==> config.mk <==
export PLATFORM = sky130hd
export DESIGN_NAME = spi_flash_erase_sequencer_top
export DESIGN_NICKNAME = d
export VERILOG_FILES = /design/src/rtl/esq_pkg.sv /design/src/rtl/esq_step.sv /design/src/rtl/spi_flash_erase_sequencer_top.sv
export SDC_FILE = /design/constraint.sdc
export NUM_CORES = 1
export LEC_CHECK = 0
export ABC_AREA = 1
export BUFFER_PORTS_ARGS = -buffer_cell sky130_fd_sc_hd__buf_2
export CAP_MARGIN = 20
export CELL_PAD_IN_SITES_DETAIL_PLACEMENT = 0
export CELL_PAD_IN_SITES_GLOBAL_PLACEMENT = 1
export CORE_AREA = 5 5 143 145
export DETAILED_ROUTE_END_ITERATION = 16
export DIE_AREA = 0 0 148 150
export GPL_ROUTABILITY_DRIVEN = 0
export GPL_TIMING_DRIVEN = 0
export HOLD_SLACK_MARGIN = 0.06
export MAX_ROUTING_LAYER = met4
export PLACE_DENSITY = 0.78
export SLEW_MARGIN = 20
export SYNTH_ARGS = -nofsm -noshare
export SYNTH_HDL_FRONTEND = slang
export SYNTH_SLANG_ARGS = --single-unit
==> constraint.sdc <==
create_clock -name clk_i -period 8.1 [get_ports clk_i]
set_input_delay 1.62 -clock clk_i [delete_from_list [all_inputs] [get_ports clk_i]]
set_output_delay 1.62 -clock clk_i [all_outputs]
set_load 0.03 [all_outputs]
==> src/rtl/esq_pkg.sv <==
package esq_pkg;

  // Command bytes of the serial flash.
  localparam logic [7:0] OpRdsr = 8'h05;
  localparam logic [7:0] OpWren = 8'h06;
  localparam logic [7:0] OpSe   = 8'h20;
  localparam logic [7:0] OpBe   = 8'hD8;

  // Bit positions in status register 1.
  localparam int unsigned StBusyBit = 0;
  localparam int unsigned StWelBit  = 1;

  // Busy polling interval in millisecond ticks.
  localparam logic [3:0] PollMs = 4'd10;

  // Configuration register indexes.
  localparam logic [1:0] CfgReady  = 2'd0;
  localparam logic [1:0] CfgSector = 2'd1;
  localparam logic [1:0] CfgBlock  = 2'd2;
  localparam logic [1:0] CfgWel    = 2'd3;

  // Reset values of the configuration registers.
  localparam logic [15:0] SectorBudgetRst = 16'd1000;
  localparam logic [15:0] BlockBudgetRst  = 16'd3000;
  localparam logic [2:0]  WelAttemptsRst  = 3'd3;

  typedef enum logic [2:0] {
    MODE_START_SECTOR = 3'd0,
    MODE_START_BLOCK  = 3'd1,
    MODE_STATUS       = 3'd2,
    MODE_TICK         = 3'd3,
    MODE_SEND_FAIL    = 3'd4
  } esq_mode_e;

  typedef enum logic [3:0] {
    PH_IDLE       = 4'd0,
    PH_PRE_STAT   = 4'd1,
    PH_PRE_TICK   = 4'd2,
    PH_WE_TICK    = 4'd3,
    PH_WE_STAT    = 4'd4,
    PH_RETRY_TICK = 4'd5,
    PH_SENT_STAT  = 4'd6,
    PH_POLL_TICK  = 4'd7,
    PH_POLL_STAT  = 4'd8
  } esq_phase_e;

  typedef enum logic [1:0] {
    ISSUE_NONE  = 2'd0,
    ISSUE_RDSR  = 2'd1,
    ISSUE_WREN  = 2'd2,
    ISSUE_ERASE = 2'd3
  } esq_issue_e;

  typedef enum logic [1:0] {
    OUTC_OK      = 2'd0,
    OUTC_ERROR   = 2'd1,
    OUTC_TIMEOUT = 2'd2
  } esq_outcome_e;

  // Sequencer state carried from one item to the next.
  typedef struct packed {
    esq_phase_e  phase;
    logic [3:0]  wait_ticks;
    logic [2:0]  attempts_left;
    logic [15:0] budget_left;
    logic        is_block;
    logic [31:0] target_address;
  } esq_state_t;

  // Configuration register contents.
  typedef struct packed {
    logic        ready;
    logic [15:0] sector_budget_ms;
    logic [15:0] block_budget_ms;
    logic [2:0]  wel_attempts;
  } esq_cfg_t;

  // One result item.
  typedef struct packed {
    esq_issue_e   issue;
    logic [7:0]   opcode;
    logic [31:0]  erase_address;
    logic         done_res;
    esq_outcome_e outcome;
  } esq_res_t;

endpackage

==> src/rtl/esq_step.sv <==
module esq_step (
  input  esq_pkg::esq_state_t state_i,
  input  esq_pkg::esq_cfg_t   cfg_i,
  input  logic [2:0]          mode_i,
  input  logic [31:0]         address_i,
  input  logic [7:0]          status_byte_i,
  output esq_pkg::esq_state_t state_o,
  output logic                res_valid_o,
  output esq_pkg::esq_res_t   res_o
);
  import esq_pkg::*;

  logic busy;
  logic wel;

  assign busy = status_byte_i[StBusyBit];
  assign wel  = status_byte_i[StWelBit];

  // One event against the current state: next state and at most one result.
  always_comb begin
    state_o     = state_i;
    res_valid_o = 1'b0;
    res_o       = '0;
    unique case (esq_mode_e'(mode_i))
      MODE_START_SECTOR, MODE_START_BLOCK: begin
        if (state_i.phase == PH_IDLE) begin
          res_valid_o = 1'b1;
          if (!cfg_i.ready) begin
            res_o.done_res = 1'b1;
            res_o.outcome  = OUTC_ERROR;
          end else begin
            state_o.target_address = address_i;
            state_o.is_block       = mode_i[0];
            state_o.phase          = PH_PRE_STAT;
            res_o.issue            = ISSUE_RDSR;
            res_o.opcode           = OpRdsr;
          end
        end
      end
      MODE_STATUS: begin
        unique case (state_i.phase)
          PH_PRE_STAT: begin
            if (busy) begin
              state_o.phase = PH_PRE_TICK;
            end else begin
              state_o.attempts_left = cfg_i.wel_attempts;
              res_valid_o           = 1'b1;
              if (cfg_i.wel_attempts == '0) begin
                state_o.phase  = PH_IDLE;
                res_o.done_res = 1'b1;
                res_o.outcome  = OUTC_ERROR;
              end else begin
                state_o.phase = PH_WE_TICK;
                res_o.issue   = ISSUE_WREN;
                res_o.opcode  = OpWren;
              end
            end
          end
          PH_WE_STAT: begin
            if (wel) begin
              state_o.budget_left = state_i.is_block ? cfg_i.block_budget_ms
                                                     : cfg_i.sector_budget_ms;
              state_o.phase       = PH_SENT_STAT;
              res_valid_o         = 1'b1;
              res_o.issue         = ISSUE_ERASE;
              res_o.opcode        = state_i.is_block ? OpBe : OpSe;
              res_o.erase_address = state_i.target_address;
            end else begin
              state_o.attempts_left = state_i.attempts_left - 3'd1;
              state_o.phase         = PH_RETRY_TICK;
            end
          end
          PH_SENT_STAT, PH_POLL_STAT: begin
            if (busy && state_i.budget_left != '0) begin
              state_o.wait_ticks = PollMs;
              state_o.phase      = PH_POLL_TICK;
            end else begin
              state_o.phase  = PH_IDLE;
              res_valid_o    = 1'b1;
              res_o.done_res = 1'b1;
              res_o.outcome  = (state_i.budget_left == '0) ? OUTC_TIMEOUT : OUTC_OK;
            end
          end
          default: ;
        endcase
      end
      MODE_TICK: begin
        unique case (state_i.phase)
          PH_PRE_TICK: begin
            state_o.phase = PH_PRE_STAT;
            res_valid_o   = 1'b1;
            res_o.issue   = ISSUE_RDSR;
            res_o.opcode  = OpRdsr;
          end
          PH_WE_TICK: begin
            state_o.phase = PH_WE_STAT;
            res_valid_o   = 1'b1;
            res_o.issue   = ISSUE_RDSR;
            res_o.opcode  = OpRdsr;
          end
          PH_RETRY_TICK: begin
            res_valid_o = 1'b1;
            if (state_i.attempts_left == '0) begin
              state_o.phase  = PH_IDLE;
              res_o.done_res = 1'b1;
              res_o.outcome  = OUTC_ERROR;
            end else begin
              state_o.phase = PH_WE_TICK;
              res_o.issue   = ISSUE_WREN;
              res_o.opcode  = OpWren;
            end
          end
          PH_POLL_TICK: begin
            if (state_i.wait_ticks > 4'd1) begin
              state_o.wait_ticks = state_i.wait_ticks - 4'd1;
            end else begin
              state_o.wait_ticks  = '0;
              // The budget saturates at zero.
              state_o.budget_left = (state_i.budget_left > 16'(PollMs))
                                    ? state_i.budget_left - 16'(PollMs) : '0;
              state_o.phase       = PH_POLL_STAT;
              res_valid_o         = 1'b1;
              res_o.issue         = ISSUE_RDSR;
              res_o.opcode        = OpRdsr;
            end
          end
          default: ;
        endcase
      end
      MODE_SEND_FAIL: begin
        if (state_i.phase == PH_SENT_STAT) begin
          state_o.phase  = PH_IDLE;
          res_valid_o    = 1'b1;
          res_o.done_res = 1'b1;
          res_o.outcome  = OUTC_ERROR;
        end
      end
      default: ;
    endcase
  end

endmodule

==> src/rtl/spi_flash_erase_sequencer_top.sv <==
// Host-side erase sequencer for a serial NOR flash.
// Events arrive on the slave stream: tuser carries the event kind (start
// sector erase, start block erase, status byte, 1 ms tick, send failure),
// tdata the erase address and the status byte read back. Each event gives
// at most one transfer on the master stream: a command to issue (tuser
// bits 1:0) with its opcode and address, and on completion the done flag
// (tuser bit 2) with the outcome (ok, error or timeout) in tdata.
// An event is taken into an input register, evaluated combinationally
// against the sequencer state, and its result lands in an output
// register. One event can be accepted in every cycle unless the receiver
// stalls; events that give no result pass through freely.
// When the receiver stalls, the output register holds its result and the
// input register holds the next event; tready drops only when both are full.
// The configuration port writes the ready flag, the two polling budgets
// and the write enable attempt count; write it only while idle.
// Reset returns the sequencer to idle, empties both registers and loads
// the configuration defaults: not ready, budgets 1000 and 3000 ms, three
// write enable attempts.
module spi_flash_erase_sequencer_top (
  input  logic        clk_i,
  input  logic        rst_ni,
  input  logic        cfg_we_i,
  input  logic [1:0]  cfg_idx_i,
  input  logic [15:0] cfg_data_i,
  input  logic        s_axis_tvalid,
  output logic        s_axis_tready,
  input  logic [39:0] s_axis_tdata,   // address[31:0], status_byte[39:32]
  input  logic [2:0]  s_axis_tuser,   // mode[2:0]
  output logic        m_axis_tvalid,
  input  logic        m_axis_tready,
  output logic [47:0] m_axis_tdata,   // opcode[7:0], erase_address[39:8],
                                      // outcome[41:40], zeros[47:42]
  output logic [2:0]  m_axis_tuser    // issue[1:0], done_res[2]
);
  import esq_pkg::*;

  esq_cfg_t   cfg_q, cfg_d;
  esq_state_t state_q, state_d;
  logic       in_valid_q, in_valid_d;
  logic [2:0] in_mode_q;
  logic [39:0] in_data_q;
  logic       out_valid_q, out_valid_d;
  esq_res_t   out_q;
  esq_res_t   res;
  logic       res_valid;
  logic       advance;
  logic       s_accept;

  // Configuration register writes.
  always_comb begin
    cfg_d = cfg_q;
    if (cfg_we_i) begin
      unique case (cfg_idx_i)
        CfgReady:  cfg_d.ready            = cfg_data_i[0];
        CfgSector: cfg_d.sector_budget_ms = cfg_data_i;
        CfgBlock:  cfg_d.block_budget_ms  = cfg_data_i;
        CfgWel:    cfg_d.wel_attempts     = cfg_data_i[2:0];
        default: ;
      endcase
    end
  end

  esq_step u_step (
    .state_i       (state_q),
    .cfg_i         (cfg_q),
    .mode_i        (in_mode_q),
    .address_i     (in_data_q[31:0]),
    .status_byte_i (in_data_q[39:32]),
    .state_o       (state_d),
    .res_valid_o   (res_valid),
    .res_o         (res)
  );

  // The held event is evaluated once its result has room to go.
  assign advance       = in_valid_q && (!res_valid || !out_valid_q || m_axis_tready);
  assign s_axis_tready = !in_valid_q || advance;
  assign s_accept      = s_axis_tvalid && s_axis_tready;

  always_comb begin
    in_valid_d = in_valid_q;
    if (s_accept) begin
      in_valid_d = 1'b1;
    end else if (advance) begin
      in_valid_d = 1'b0;
    end
  end

  always_comb begin
    out_valid_d = out_valid_q;
    if (advance && res_valid) begin
      out_valid_d = 1'b1;
    end else if (m_axis_tready) begin
      out_valid_d = 1'b0;
    end
  end

  // Control state and configuration.
  always_ff @(posedge clk_i or negedge rst_ni) begin
    if (!rst_ni) begin
      cfg_q.ready            <= 1'b0;
      cfg_q.sector_budget_ms <= SectorBudgetRst;
      cfg_q.block_budget_ms  <= BlockBudgetRst;
      cfg_q.wel_attempts     <= WelAttemptsRst;
      state_q                <= '{phase: PH_IDLE, default: '0};
      in_valid_q             <= 1'b0;
      out_valid_q            <= 1'b0;
    end else begin
      cfg_q       <= cfg_d;
      in_valid_q  <= in_valid_d;
      out_valid_q <= out_valid_d;
      if (advance) begin
        state_q <= state_d;
      end
    end
  end

  // Payload registers of the input and output stages.
  always_ff @(posedge clk_i) begin
    if (s_accept) begin
      in_mode_q <= s_axis_tuser;
      in_data_q <= s_axis_tdata;
    end
    if (advance && res_valid) begin
      out_q <= res;
    end
  end

  assign m_axis_tvalid = out_valid_q;
  assign m_axis_tdata  = {6'b0, out_q.outcome, out_q.erase_address, out_q.opcode};
  assign m_axis_tuser  = {out_q.done_res, out_q.issue};

endmodule

# Word-level counts from Yosys, hierarchy flattened
# Cells that the tools add are included.
dict set report op_classes {
  n_addsub 3
  magnitude_cmp 2
  eq_ne 29
  mux 62
  reduce_logical 36
}
# operator n
set ops {}
lappend ops {{$mux 16} 6}
lappend ops {{$pmux 10 s3} 2}
lappend ops {{$mux 42} 1}
lappend ops {{$mux 3} 11}
lappend ops {{$mux 4} 8}
lappend ops {{$pmux 16 s2} 1}
lappend ops {{$pmux 4 s4} 2}
lappend ops {{$mux 10} 3}
lappend ops {{$mux 9} 3}
lappend ops {{$pmux 10 s2} 1}
lappend ops {{$eq 4x3->1 const B} 4}
lappend ops {{$gt 16x4->1 const B} 1}
lappend ops {{$logic_not 16->1} 1}
lappend ops {{$ne 2x2->1 const B} 8}
lappend ops {{$reduce_bool 16->1} 1}
lappend ops {{$sub 16x4->16 const B} 1}
lappend ops {{$pmux 3 s2} 2}
lappend ops {{$pmux 3 s4} 1}
lappend ops {{$pmux 4 s3} 1}
lappend ops {{$mux 1} 10}
lappend ops {{$mux 2} 5}
lappend ops {{$reduce_and 5->1} 2}
lappend ops {{$logic_not 3->1} 3}
lappend ops {{$eq 4x2->1 const B} 2}
lappend ops {{other kinds (33)} 52}
dict set report totals {
  register_bits 180
  inputBits 66
  output_inout_bits 53
  wordCells 151
}

# Depth between registers and ports, before layout
dict set report depth {
  word_depth 12
  depth_mapped 16
  depth_no_buf 14
}

# Hierarchy
# Synthesis repeated with hierarchy kept, for this count alone.
dict set report unflattened {
  hier_cells 1052
  area_unflattened_um2 9152.5
}
# mod n_inst cells_each area_each_um2 seq_area_each_um2
set by_module_without_submodules {}
lappend by_module_without_submodules {spi_flash_erase_sequencer_top 1 503 6547.5 5113.7}
lappend by_module_without_submodules {esq_step 1 549 2605.0 0.0}

# Least setup slack after synthesis
# Ideal clock, no wire load.
dict set report synth_timing {
  kind {input to output}
  start {in m_axis_tready}
  end {out s_axis_tready}
  arrival_ns 2.157
  t_required_ns 6.480
  setup_slack_ns 4.323
  path_stages 2
  path_buffers 0
  cell_sequence {nor2_1 nand3_1}
}
dict set report synth_between {
  elab_chain_len 3
}
# element line_no
set synth_lines {}
lappend synth_lines {{from (decl)} spi_flash_erase_sequencer_top.sv:30} ;# input logic m_axis_tready,
lappend synth_lines {{$logic_or 1x1->1} spi_flash_erase_sequencer_top.sv:75} ;# assign advance = in_valid_q && (!res_valid || !out_valid_q || m_axis_tready);
lappend synth_lines {{$logic_and 1x1->1} spi_flash_erase_sequencer_top.sv:75}
lappend synth_lines {{$logic_or 1x1->1} spi_flash_erase_sequencer_top.sv:76} ;# assign s_axis_tready = !in_valid_q || advance;
lappend synth_lines {{to (decl)} spi_flash_erase_sequencer_top.sv:26} ;# output logic s_axis_tready,
# Every way passes these cells.

# Worst setup path in the final report
# Ends and elaborated chain as after synthesis.

==> impl_metrics.csv <==
group,metric,value,unit
run_status,outcome,"finished, final reports clean",
route,wl_met3,1040,um
global_route,grt_util_all_layers,0.173,
sta,period_needed,4.05,ns
synthesis,avgSynthCellArea,9.66,um^2
place,port_buffers,106,
synthesis,netlist_area,7820,um^2
route,wl,18200,um
synthesis,netlist_top_cells_count,"nand2_1 (207), nor2_1 (86), dfrtp_1 (83), inv_1 (83), edfxtp_1 (79)",
min_path,hold_class,"register to register",
synthesis,ys.warnings.count,0,
clocking,root_buffer,"clkbuf_16",
floorplan,core_area,19100,um^2
clocking,numCtsBuffers,17,
floorplan,start_util,0.410,
run,maxCapViolations,0,
setup_path,endpoint_kind,"output pin",
global_route,antenna_found_initial,0,
synthesis,yosysMostFrequentCell,"nand2_1",
route,routedWlPerCell,15.2,um
global_route,grt_overflow_total,0,
sta,hold_violations,0,
place,dp_hpwl,12900,um
sta,final.period_utilization,0.500,
clocking,cts_buffer_depth,2,
sta,rsz0062_at_grt,"no",
cells_and_area,postLayoutCellArea,9360,um^2
clocking,cts_max_level,4,
setup_path,startpoint,"m_axis_tready",
floorplan,die_height,150,um
route,route.vias.total,5810,
power,pwr-share-comb,0.242,
sta,skew,0.0128,ns
route,postRouteAntennaNets,0,
setup_path,worstPathArrival,2.43,ns
synthesis,synth_cell_type_count,41,
cells_and_area,drive_gt1_frac,0.229,
clocking,cts_resized,0,
cells_and_area,nFillCells,1777,
route,wl_met1,8870,um
synthesis,netlist_instances,809,
global_route,grt_pass1_wl,29500,um
floorplan,ios,119,
sta,worst_slew_pin_slew,0.632,ns
synthesis,synth-seq-area-share,0.620,
clocking,ctsHoldBuffers,0,
power,p_sw,0.000904,W
sta,final-setup-viol-count,0,
route,drt-initial-drc-count,364,
clocking,cts_num_sinks,177,
min_path,min_from,"in_data_q[23]",
synthesis,synth_top_area_cell,"edfxtp_1",
power,power_frac_seq,0.449,
power,power_density,295,nW/um^2
setup_path,crit_fanout,3,
setup_path,cp-start-kind,"input port",
place,place_inst,1161,
route,drc,0,
clocking,path_clk_slew,0.07,ns
route,top_layer,"met4",
clocking,postCtsSetupRepairBufs,0,
global_route,grt_pass1_vias,5635,
power,peakVddDrop,0.000142,V
sta,fin_tns_setup,0,ns
sta,slew_headroom,0.578,
setup_path,path_class,"input port to output pin",
power,pwr-share-clk,0.309,
power,p_int,0.00185,W
floorplan,die_w,148,um
clocking,clk_latency,0.43,ns
synthesis,synth_area_leaders,"edfxtp_1 (30%), dfrtp_1 (27%), nand2_1 (9.9%)",
global_route,grt_max_degree,56,
sta,slew_viol_final,0,
setup_path,rr_startpoint,"state_q[52]",
floorplan,die_area,22200,um^2
place,dpl-instance-area,8740,um^2
floorplan,rows,51,
sta,hold_ws,0.448,ns
setup_path,required,6.48,ns
power,power.leakage,4.32,nW
cells_and_area,syn2layout_area_growth,19.8,%
cells_and_area,fin_util,0.491,
synthesis,synth_edf_count,79,
synthesis,synth_top_cell_area_share,0.304,
route,vias_per_cell,4.87,
sta,max_freq,247,MHz
synthesis,ys_seq_elements,177,
synthesis,ys.flop_type,"dfrtp_1",
synthesis,async_flop_share,0.554,
clocking,cts_tree,"done",
cells_and_area,layout.cells.non_filler,1194,
cells_and_area,fin_nets,1013,
route,dr_wl_met2,8140,um
route,drt-pass1-iter-count,5,
power,netSwitchingFraction,0.328,
## cells in the final DEF, fill, tap and decap left out, types with 4 or more instances in the layout
cell and instances:
nand2_2 7, nor2_1 86, a21oi_1 7, xor2_1 6, inv_1 81, nand2_1 207, inv_2 9, o21ai_0 57
xnor2_1 4, o21ai_1 18, conb_1 6, ha_1 5, o32ai_1 6, nor3_1 4, inv_6 4, edfxtp_1 79
dfstp_2 15, nand3_1 34, buf_2 111, nand4_1 24, clkbuf_1 18, dfrtp_1 83, buf_6 6, clkbuf_16 17
nor2_2 4, o21ai_2 12, buf_4 9
## power by group through the flow
stage / clock network (W) / logic, W / registers [W]
after floorplan: 0 / 0.000474 / 0.00126
after global placement: 0 / 0.000653 / 0.00125
after detailed placement: 0 / 0.000667 / 0.00125
after CTS: 0.000869 / 0.000673 / 0.00124
after global routing: 0.000912 / 0.000762 / 0.00126
final: 0.000852 / 0.000667 / 0.00124
## sequential cells by signal, indices dropped and copies added, names as in the netlist
signal         count
state_q           60
m_axis_tdata      39
cfg_q             36
in_data_q         34
in_mode_q          3
m_axis_tuser       3
in_valid_q         1
m_axis_tvalid      1
## worst paths after layout
kind | end | slack, ns | cells past startpoint
worst max-delay path | s_axis_tready | 4.05 | 4
worst min-delay path | state_q[23] | 0.45 | 2
worst max register to register | m_axis_tdata[5] | 5.31 | 13
worst min register to register | state_q[23] | 0.45 | 2
max in group asynchronous | cfg_q[27] | 6.32 | 2
min in group asynchronous | state_q[7] | 1.09 | 1
## logic make-up after synthesis
logic type / count (synthesis) / share of synthesized area
buf+inv: 129 / 0.0720
other cells: 1 / 0.000480
xor+xnor: 10 / 0.0112
simple gates: 376 / 0.204
flops: 177 / 0.620
mux: 1 / 0.00128
compound gates: 110 / 0.0832
fa+ha+maj: 5 / 0.00800
## final cells by class
cell class,count,area [um^2],area share
Clock inverter,14,193,0.0206
Clock buffer,18,429,0.0458
Buffer,38,221,0.0237
Timing Repair Buffer,109,604,0.0646
Tap cell,238,298,0.0318
Multi-Input combinational cell,508,2430,0.259
Antenna cell,1,2.50,0.000267
Inverter,91,342,0.0365
Sequential cell,177,4840,0.517
## metal layers
layer,global-route usage,vias up
met4,0.0374,0
met2,0.258,150
met5,-,-
met1,0.245,2742
met3,0.0388,13
li1,-,2905
## worst max-delay path: stages
cell and delay, ns:
buf_2 0.12, nor2_1 0.23, nand3_1 0.21, buf_2 0.24
## through the flow
| step | power, W | setup WS, ns |
|---|---|---|
| floorplan | 0.00173 | 4.32 |
| global placement | 0.00191 | 3.92 |
| CTS | 0.00278 | 4.06 |
| detailed placement | 0.00192 | 4.07 |
| global route | 0.00293 | 3.99 |
| finish | 0.00276 | 4.05 |
No activity file was read; power rests on OpenSTA's default activity.
